<file path="src/rtl/htlp_pkg.sv">
// Shared types and constants for the linear-probing hash table.
package htlp_pkg;

  localparam int TABLE_DEPTH = 16;
  localparam int IDX_W = $clog2(TABLE_DEPTH);
  localparam int SIZE_W = IDX_W + 1;
  localparam int KEY_W = 32;
  localparam int VAL_W = 32;

  localparam logic [0:0] OP_INSERT = 1'b0;
  localparam logic [0:0] OP_SEARCH = 1'b1;

  localparam logic [2:0] ST_HOME      = 3'd0;
  localparam logic [2:0] ST_CHAINED   = 3'd1;
  localparam logic [2:0] ST_DISPLACED = 3'd2;
  localparam logic [2:0] ST_FULL      = 3'd3;
  localparam logic [2:0] ST_FOUND     = 3'd4;
  localparam logic [2:0] ST_NOT_FOUND = 3'd5;

  // Write commands into the slot store: one full entry write and one link write.
  typedef struct packed {
    logic             we;
    logic [IDX_W-1:0] addr;
    logic [KEY_W-1:0] key;
    logic [VAL_W-1:0] value;
    logic             has_next;
    logic [IDX_W-1:0] next;
    logic             link_we;
    logic [IDX_W-1:0] link_addr;
    logic [IDX_W-1:0] link_next;
  } store_cmd_t;

endpackage

</file>
<file path="src/rtl/hash_table_linear_probe_chain_replace.sv">
// Hash table with linear probing, chaining and replacement: top-level sequencer.
//
// Usage: drive opcode, record_key and record_value and raise start while busy
// is low; the item is taken at that clock edge and busy rises. Opcode 0
// inserts the key with its value, opcode 1 searches for the key. Exactly one
// result comes back per item on status, slot_index and found_value, marked by
// result_valid for a single cycle; the receiver cannot stall it.
// The modulo of a key by table_size goes through one bit-serial remainder
// unit. A search walks the chain from the home slot, reading and comparing
// one link at a time. An insert into a free home slot finishes after the
// first remainder; other inserts run a second remainder on the occupant's
// key, probe up to 16 slots and walk up to 16 chain links.
// The table_size register is written through cfg_we and cfg_wdata; the user
// must write it only while the block is idle, which the block itself does
// not enforce. 0 reads as 1 and values above 16 as 16.
// Synchronous reset empties the table at once, sets table_size to 16 and
// returns the sequencer to idle. A new item is taken the cycle after the
// result, or in the result cycle itself since busy is already low then.
module hash_table_linear_probe_chain_replace (
  input  logic                               clk,
  input  logic                               rst,
  input  logic                               start,
  output logic                               busy,
  input  logic [0:0]                         opcode,
  input  logic [htlp_pkg::KEY_W-1:0]         record_key,
  input  logic [htlp_pkg::VAL_W-1:0]         record_value,
  input  logic                               cfg_we,
  input  logic [htlp_pkg::SIZE_W-1:0]        cfg_wdata,
  output logic                               result_valid,
  output logic [2:0]                         status,
  output logic [htlp_pkg::IDX_W-1:0]         slot_index,
  output logic [htlp_pkg::VAL_W-1:0]         found_value
);

  typedef enum logic [11:0] {
    S_IDLE  = 12'b000000000001,
    S_MODK  = 12'b000000000010,
    S_HRD   = 12'b000000000100,
    S_HCAP  = 12'b000000001000,
    S_MODO  = 12'b000000010000,
    S_PROBE = 12'b000000100000,
    S_MOVEW = 12'b000001000000,
    S_PRED  = 12'b000010000000,
    S_HOMEW = 12'b000100000000,
    S_TAIL  = 12'b001000000000,
    S_SRD   = 12'b010000000000,
    S_SCMP  = 12'b100000000000
  } state_t;

  localparam logic [htlp_pkg::SIZE_W-1:0] SIZE_W_ONE = 1;

  state_t state;

  logic [0:0]                      op;
  logic [htlp_pkg::KEY_W-1:0]      key;
  logic [htlp_pkg::VAL_W-1:0]      value;
  logic [htlp_pkg::SIZE_W-1:0]     table_size;
  logic [htlp_pkg::IDX_W-1:0]      home;
  logic [htlp_pkg::IDX_W-1:0]      free_slot;
  logic [htlp_pkg::IDX_W-1:0]      ptr;
  logic [htlp_pkg::SIZE_W-1:0]     cnt;
  logic                            displace;
  logic [htlp_pkg::KEY_W-1:0]      hkey;
  logic [htlp_pkg::VAL_W-1:0]      hvalue;
  logic                            hhas_next;
  logic [htlp_pkg::IDX_W-1:0]      hnext;

  logic                            mod_go;
  logic [htlp_pkg::KEY_W-1:0]      mod_dividend;
  logic                            mod_done;
  logic [htlp_pkg::IDX_W-1:0]      mod_rem;

  htlp_pkg::store_cmd_t            cmd;
  logic [htlp_pkg::KEY_W-1:0]      rd_key;
  logic [htlp_pkg::VAL_W-1:0]      rd_value;
  logic                            rd_used;
  logic                            rd_has_next;
  logic [htlp_pkg::IDX_W-1:0]      rd_next;

  logic [htlp_pkg::SIZE_W-1:0]     ptr_inc;
  logic [htlp_pkg::IDX_W-1:0]      ptr_wrap;
  logic [htlp_pkg::SIZE_W-1:0]     home_inc;
  logic [htlp_pkg::IDX_W-1:0]      home_wrap;
  logic [htlp_pkg::SIZE_W-1:0]     size_next;

  assign busy = (state != S_IDLE);

  assign ptr_inc   = {1'b0, ptr} + 1'b1;
  assign ptr_wrap  = (ptr_inc == table_size) ? '0 : ptr_inc[htlp_pkg::IDX_W-1:0];
  assign home_inc  = {1'b0, home} + 1'b1;
  assign home_wrap = (home_inc == table_size) ? '0 : home_inc[htlp_pkg::IDX_W-1:0];

  always_comb begin
    size_next = cfg_wdata;
    if (cfg_wdata == '0) begin
      size_next = SIZE_W_ONE;
    end else if (cfg_wdata > htlp_pkg::SIZE_W'(htlp_pkg::TABLE_DEPTH)) begin
      size_next = htlp_pkg::SIZE_W'(htlp_pkg::TABLE_DEPTH);
    end
  end

  assign mod_go       = (state == S_IDLE && start) || (state == S_HCAP);
  assign mod_dividend = (state == S_IDLE) ? record_key : rd_key;

  htlp_mod u_mod (
    .clk      (clk),
    .rst      (rst),
    .go       (mod_go),
    .dividend (mod_dividend),
    .divisor  (table_size),
    .done     (mod_done),
    .rem      (mod_rem)
  );

  htlp_store u_store (
    .clk         (clk),
    .rst         (rst),
    .cmd         (cmd),
    .rd_addr     (ptr),
    .rd_key      (rd_key),
    .rd_value    (rd_value),
    .rd_used     (rd_used),
    .rd_has_next (rd_has_next),
    .rd_next     (rd_next)
  );

  // Store writes issued by the sequencer.
  always_comb begin
    cmd           = '0;
    cmd.key       = key;
    cmd.value     = value;
    cmd.link_next = free_slot;
    unique case (state)
      S_MOVEW: begin
        cmd.we       = 1'b1;
        cmd.addr     = free_slot;
        cmd.key      = hkey;
        cmd.value    = hvalue;
        cmd.has_next = hhas_next;
        cmd.next     = hnext;
      end
      S_PRED: begin
        cmd.link_we   = rd_has_next && (rd_next == home);
        cmd.link_addr = ptr;
      end
      S_HOMEW: begin
        cmd.we   = 1'b1;
        cmd.addr = home;
      end
      S_TAIL: begin
        if (!rd_has_next || cnt == htlp_pkg::SIZE_W'(htlp_pkg::TABLE_DEPTH)) begin
          cmd.we        = 1'b1;
          cmd.addr      = free_slot;
          cmd.link_we   = 1'b1;
          cmd.link_addr = ptr;
        end
      end
      S_HRD: begin
        if (!rd_used) begin
          cmd.we   = 1'b1;
          cmd.addr = home;
        end
      end
      default: begin
      end
    endcase
  end

  always_ff @(posedge clk) begin
    if (rst) begin
      state        <= S_IDLE;
      table_size   <= htlp_pkg::SIZE_W'(htlp_pkg::TABLE_DEPTH);
      result_valid <= 1'b0;
    end else begin
      result_valid <= 1'b0;
      if (cfg_we) begin
        table_size <= size_next;
      end
      unique case (state)
        S_IDLE: begin
          if (start) begin
            op    <= opcode;
            key   <= record_key;
            value <= record_value;
            state <= S_MODK;
          end
        end
        S_MODK: begin
          if (mod_done) begin
            home <= mod_rem;
            ptr  <= mod_rem;
            cnt  <= '0;
            if (op == htlp_pkg::OP_SEARCH) begin
              state <= S_SRD;
            end else begin
              state <= S_HRD;
            end
          end
        end
        S_HRD: begin
          // The home flags are read at once; an occupied home also has its key fetched.
          if (!rd_used) begin
            status       <= htlp_pkg::ST_HOME;
            slot_index   <= home;
            found_value  <= '0;
            result_valid <= 1'b1;
            state        <= S_IDLE;
          end else begin
            state <= S_HCAP;
          end
        end
        S_HCAP: begin
          hkey      <= rd_key;
          hvalue    <= rd_value;
          hhas_next <= rd_has_next;
          hnext     <= rd_next;
          state     <= S_MODO;
        end
        S_MODO: begin
          if (mod_done) begin
            cnt <= '0;
            if (mod_rem != home) begin
              displace <= 1'b1;
              ptr      <= mod_rem;
            end else begin
              displace <= 1'b0;
              ptr      <= home_wrap;
            end
            state <= S_PROBE;
          end
        end
        S_PROBE: begin
          if (!rd_used) begin
            free_slot <= ptr;
            cnt       <= '0;
            if (displace) begin
              state <= S_MOVEW;
            end else begin
              ptr   <= home;
              state <= S_TAIL;
            end
          end else if (cnt == table_size - 1'b1) begin
            status       <= htlp_pkg::ST_FULL;
            slot_index   <= '0;
            found_value  <= '0;
            result_valid <= 1'b1;
            state        <= S_IDLE;
          end else begin
            cnt <= cnt + 1'b1;
            ptr <= ptr_wrap;
          end
        end
        S_MOVEW: begin
          // The predecessor search starts at the moved entry's own home.
          ptr   <= mod_rem;
          cnt   <= '0;
          state <= S_PRED;
        end
        S_PRED: begin
          if (!rd_has_next || rd_next == home ||
              cnt == htlp_pkg::SIZE_W'(htlp_pkg::TABLE_DEPTH - 1)) begin
            state <= S_HOMEW;
          end else begin
            ptr <= rd_next;
            cnt <= cnt + 1'b1;
          end
        end
        S_HOMEW: begin
          status       <= htlp_pkg::ST_DISPLACED;
          slot_index   <= home;
          found_value  <= '0;
          result_valid <= 1'b1;
          state        <= S_IDLE;
        end
        S_TAIL: begin
          if (!rd_has_next || cnt == htlp_pkg::SIZE_W'(htlp_pkg::TABLE_DEPTH)) begin
            status       <= htlp_pkg::ST_CHAINED;
            slot_index   <= free_slot;
            found_value  <= '0;
            result_valid <= 1'b1;
            state        <= S_IDLE;
          end else begin
            ptr <= rd_next;
            cnt <= cnt + 1'b1;
          end
        end
        S_SRD: begin
          state <= S_SCMP;
        end
        S_SCMP: begin
          if (rd_used && rd_key == key) begin
            status       <= htlp_pkg::ST_FOUND;
            slot_index   <= ptr;
            found_value  <= rd_value;
            result_valid <= 1'b1;
            state        <= S_IDLE;
          end else if (!rd_has_next ||
                       cnt == htlp_pkg::SIZE_W'(htlp_pkg::TABLE_DEPTH - 1)) begin
            status       <= htlp_pkg::ST_NOT_FOUND;
            slot_index   <= '0;
            found_value  <= '0;
            result_valid <= 1'b1;
            state        <= S_IDLE;
          end else begin
            ptr   <= rd_next;
            cnt   <= cnt + 1'b1;
            state <= S_SRD;
          end
        end
        default: begin
          state <= S_IDLE;
        end
      endcase
    end
  end

`ifndef SYNTH
  a_accept_busy: assert property (@(posedge clk) disable iff (rst)
    (start && !busy) |=> busy)
    else $error("accepted item did not make the block busy");

  a_result_idle: assert property (@(posedge clk) disable iff (rst)
    result_valid |-> !busy)
    else $error("result shown while the sequencer is still working");

  a_result_single: assert property (@(posedge clk) disable iff (rst)
    result_valid |=> !result_valid)
    else $error("result strobe held for more than one cycle");

  a_status_code: assert property (@(posedge clk) disable iff (rst)
    result_valid |-> (status <= htlp_pkg::ST_NOT_FOUND))
    else $error("result status out of range");
`endif

endmodule

</file>
<file path="src/rtl/htlp_mod.sv">
// Bit-serial restoring remainder unit: 32-bit dividend modulo a small divisor.
module htlp_mod (
  input  logic                              clk,
  input  logic                              rst,
  input  logic                              go,
  input  logic [htlp_pkg::KEY_W-1:0]        dividend,
  input  logic [htlp_pkg::SIZE_W-1:0]       divisor,
  output logic                              done,
  output logic [htlp_pkg::IDX_W-1:0]        rem
);

  logic                               run;
  logic [$clog2(htlp_pkg::KEY_W)-1:0] cnt;
  logic [htlp_pkg::KEY_W-1:0]         quo;
  logic [htlp_pkg::SIZE_W-1:0]        trial;
  logic [htlp_pkg::SIZE_W-1:0]        diff;

  assign trial = {rem, quo[htlp_pkg::KEY_W-1]};
  assign diff  = trial - divisor;

  always_ff @(posedge clk) begin
    if (rst) begin
      run  <= 1'b0;
      done <= 1'b0;
      cnt  <= '0;
    end else begin
      done <= 1'b0;
      if (go) begin
        run <= 1'b1;
        cnt <= '0;
      end else if (run) begin
        cnt <= cnt + 1'b1;
        if (cnt == '1) begin
          run  <= 1'b0;
          done <= 1'b1;
        end
      end
    end
  end

  // One dividend bit enters the partial remainder each cycle.
  always_ff @(posedge clk) begin
    if (go) begin
      quo <= dividend;
      rem <= '0;
    end else if (run) begin
      quo <= {quo[htlp_pkg::KEY_W-2:0], 1'b0};
      if (trial >= divisor) begin
        rem <= diff[htlp_pkg::IDX_W-1:0];
      end else begin
        rem <= trial[htlp_pkg::IDX_W-1:0];
      end
    end
  end

endmodule

</file>
<file path="src/rtl/htlp_store.sv">
// Slot store: key and value memories plus occupancy and chain link flags.
module htlp_store (
  input  logic                          clk,
  input  logic                          rst,
  input  htlp_pkg::store_cmd_t          cmd,
  input  logic [htlp_pkg::IDX_W-1:0]    rd_addr,
  output logic [htlp_pkg::KEY_W-1:0]    rd_key,
  output logic [htlp_pkg::VAL_W-1:0]    rd_value,
  output logic                          rd_used,
  output logic                          rd_has_next,
  output logic [htlp_pkg::IDX_W-1:0]    rd_next
);

  logic [htlp_pkg::KEY_W-1:0] keys   [htlp_pkg::TABLE_DEPTH];
  logic [htlp_pkg::VAL_W-1:0] values [htlp_pkg::TABLE_DEPTH];
  logic [htlp_pkg::TABLE_DEPTH-1:0] used;
  logic [htlp_pkg::TABLE_DEPTH-1:0] has_next;
  logic [htlp_pkg::IDX_W-1:0] nexts  [htlp_pkg::TABLE_DEPTH];

  always_ff @(posedge clk) begin
    if (cmd.we) begin
      keys[cmd.addr]   <= cmd.key;
      values[cmd.addr] <= cmd.value;
    end
    rd_key   <= keys[rd_addr];
    rd_value <= values[rd_addr];
  end

  // The link write comes last so that it wins over an entry write.
  always_ff @(posedge clk) begin
    if (rst) begin
      used     <= '0;
      has_next <= '0;
    end else begin
      if (cmd.we) begin
        used[cmd.addr]     <= 1'b1;
        has_next[cmd.addr] <= cmd.has_next;
      end
      if (cmd.link_we) begin
        has_next[cmd.link_addr] <= 1'b1;
      end
    end
  end

  always_ff @(posedge clk) begin
    if (cmd.we) begin
      nexts[cmd.addr] <= cmd.next;
    end
    if (cmd.link_we) begin
      nexts[cmd.link_addr] <= cmd.link_next;
    end
  end

  assign rd_used     = used[rd_addr];
  assign rd_has_next = has_next[rd_addr];
  assign rd_next     = nexts[rd_addr];

endmodule
</file>
<file path="config.mk">
export PLATFORM = sky130hd
export DESIGN_NAME = hash_table_linear_probe_chain_replace
export DESIGN_NICKNAME = d
export VERILOG_FILES = /design/src/rtl/htlp_pkg.sv /design/src/rtl/hash_table_linear_probe_chain_replace.sv /design/src/rtl/htlp_mod.sv /design/src/rtl/htlp_store.sv
export SDC_FILE = /design/constraint.sdc
export NUM_CORES = 2
export LEC_CHECK = 0
export BUFFER_PORTS_ARGS = -buffer_cell sky130_fd_sc_hd__buf_4
export CORE_UTILIZATION = 50
export CTS_BUF_LIST = sky130_fd_sc_hd__clkbuf_4
export DETAILED_ROUTE_END_ITERATION = 6
export PLACE_DENSITY = 0.72
export SLEW_MARGIN = 25
export SYNTH_ARGS = -nofsm -noshare
export SYNTH_HDL_FRONTEND = slang
export SYNTH_SLANG_ARGS = --single-unit
</file>
<file path="constraint.sdc">
create_clock -name clk -period 14.6 [get_ports clk]
set_clock_uncertainty 0.15 [all_clocks]
set_input_delay 2.92 -clock clk [delete_from_list [all_inputs] [get_ports clk]]
set_output_delay 2.92 -clock clk [all_outputs]
set_load 0.01 [all_outputs]
</file>
==> results_dict.tcl <==
set metrics [dict create \
    status "complete, no violations" \
    row_count 122 \
    syn-instance-count 2909 \
    grt_usage_pct 23.2 \
    slew_viol_final 0 \
    cts_tree "yes" \
    arrival_ns 7.48 \
    route.detailed.drc 0 \
    fin_crit_sh_pct 47.3 \
    hpwl_um 73800 \
    fp.dieW_um 336 \
    synth_edf_count 1311 \
    overflow 0 \
    drive_above_1_share_pct 31.2 \
    first_iter_violations 3078 \
    grt_start_max_net_pins 102 \
    fp.coreArea_um2 111000 \
    clk_path_buf_depth 4 \
    io_pins 115 \
    post_cts_resize_count 0 \
    critPathKind "reg2reg" \
    antenna_found_initial 3 \
    synth_top_cell_area_share_pct 70.6 \
    h-tree-depth 5 \
    vdd_drop_max_v 0.0000874 \
    leakage_nw 20.8 \
    yosysSeqAreaShare_pct 75.2 \
    wirelength_um 128000 \
    cp-end-kind "flip-flop" \
    ys_seq_elements 1440 \
    synth-main-ff-cell "edfxtp_1" \
    grt_pass1_vias 31100 \
    synth.area.top_cells "edfxtp_1 71%, mux4_2 14%, dfxtp_1 4.6%" \
    start_kind "flip-flop" \
    ant_nets 0 \
    syn_nets 2997 \
    synth_cell_types 71 \
    crit_path_max_fanout 101 \
    fin_tns_setup_ns 0 \
    yosysTopAreaCell "edfxtp_1" \
    clock_sinks 1440 \
    total_power_w 0.00828 \
    hold_violations 0 \
    numPlacedInstances 4410 \
    cap_violations 0 \
    hold_ws_ns 0.275 \
    final_nets 3378 \
    die-area_um2 113000 \
    fmax_mhz 145 \
    placed_area_um2 58400 \
    synth.avg_cell_area_um2 19.2 \
    die_y_um 336 \
    slew_headroom_pct 28.7 \
    power_density_nw_per_um2 131 \
    synthArstFlopShare_pct 0 \
    finalNonFillerCells 5055 \
    postLayoutCellArea_um2 63000 \
    syn-cell-area_um2 55800 \
    io_buffers 114 \
    cts_buffers 366 \
    yosysWarnings 0 \
    cts_setup_buffers 0 \
    wl_per_cell_um 25.3 \
    finalSetupViolCount 0 \
    cts-root-buf "clkbuf_4" \
    ctsHoldBuffers 0 \
    hold_path.class "reg2reg" \
    reg.largest.list "u_store.keys (512), u_store.values (512), u_store.nexts (64)" \
    period_needed_ns 6.90 \
    start_util_pct 50.4 \
    syn2layout_area_growth_pct 13.0 \
    worstPathRequired_ns 15.17 \
    grt_pass1_wl_um 193000 \
    first_pass_iters 6 \
    gp_congestion 0.858 \
    vias 29600 \
    clk_pin_slew_worst_paths_ns 0.07 \
    vias_per_cell 5.86 \
    worst_slew_pin_slew_ns 1.07 \
    clk_latency_ns 1.17 \
    rsz0062_at_grt "false" \
]
[critical path: stages (launching register included)]
cell and delay, ns:
edfxtp_1 0.76, buf_12 0.49, buf_16 0.44, buf_12 0.62
mux4_2 0.61, o22ai_1 0.20, o32a_1 0.34, o21ai_1 0.14
buf_4 0.25, and2_1 0.25, o221ai_1 0.56, clkinv_2 0.66
buf_4 0.61
[kinds of logic (layout without fill, tap and decap cells)]
logic type      count (synthesis)  after routing  share of synthesized area (%)
mux                           389            389                           14.7
flops                        1440           1440                           75.2
buf+inv                       197            853                           1.36
compound gates                237            237                           2.73
xor+xnor                       69             69                           1.08
simple gates                  563            563                           4.58
other cells                     0              2                              0
fa+ha+maj                      14             14                          0.328
[where the power goes]
part           internal (W)  leakage (nW)  switching (W)
logic              0.000131          5.39       0.000217
clock network       0.00176          2.74        0.00156
registers           0.00456          12.7      0.0000427
total               0.00646          20.8        0.00182
[metrics by stage]
stage,util (%),setup slack [ns]
2_1_floorplan,-,7.74
3_3_place_gp,52.7,8.01
3_5_place_dp,52.8,7.79
4_1_cts,56.9,7.66
5_1_grt,56.9,7.23
6_report,56.9,7.70
[routing by layer]
layer  track usage [%]  share of wire, %
met4              7.98               2.4
met2              37.6                50
met5                 0             0.010
met3              4.68               7.7
met1              31.6                40
[cell usage in the layout (no fill, tap or decap), types with 19 or more instances in the layout]
| master | instances |
|---|---|
| a21oi_1 | 47 |
| a31oi_1 | 33 |
| and2_1 | 40 |
| buf_4 | 154 |
| clkbuf_4 | 541 |
| clkinv_1 | 77 |
| clkinv_2 | 21 |
| dfxtp_1 | 129 |
| edfxtp_1 | 1311 |
| inv_1 | 39 |
| mux2i_1 | 37 |
| mux4_2 | 342 |
| nand2_1 | 313 |
| nand3_1 | 19 |
| nor2_1 | 86 |
| o21ai_0 | 58 |
| o21ai_1 | 19 |
| xnor2_1 | 56 |
[area by class of cell]
cell class / instances / area, um2
repair buffers: 161 / 1290
clock inverters: 102 / 518
well taps: 1488 / 1860
clock buffers: 541 / 4060
flip-flops and latches: 1440 / 42000
fillers: 8174 / 47700
multi-input cells: 1272 / 13100
diodes: 2 / 5.00
inverters: 49 / 196
[synth_stat cells (17+ instances only)]
master / count
xnor2_1: 56
inv_1: 49
a31oi_1: 33
nor3_1: 17
clkbuf_1: 111
mux4_2: 342
and2_1: 40
mux2i_1: 37
buf_1: 26
nand3_1: 19
a21oi_1: 47
nand2_1: 314
o21ai_1: 19
dfxtp_1: 129
edfxtp_1: 1311
o21ai_0: 58
nor2_1: 89
[path summary, 6_finish.rpt]
check / startpoint / endpoint / slack [ns] / depth (start not counted)
hold / removal: u_store.rd_value[23] / hvalue[23] / 0.27 / 0
setup reg to reg: ptr[0] / u_store.keys[3][19] / 7.70 / 12
setup / recovery: ptr[0] / u_store.keys[3][19] / 7.70 / 12
hold reg to reg: u_store.rd_value[23] / hvalue[23] / 0.27 / 0
Note: power is estimated with default switching activity, not from simulation.
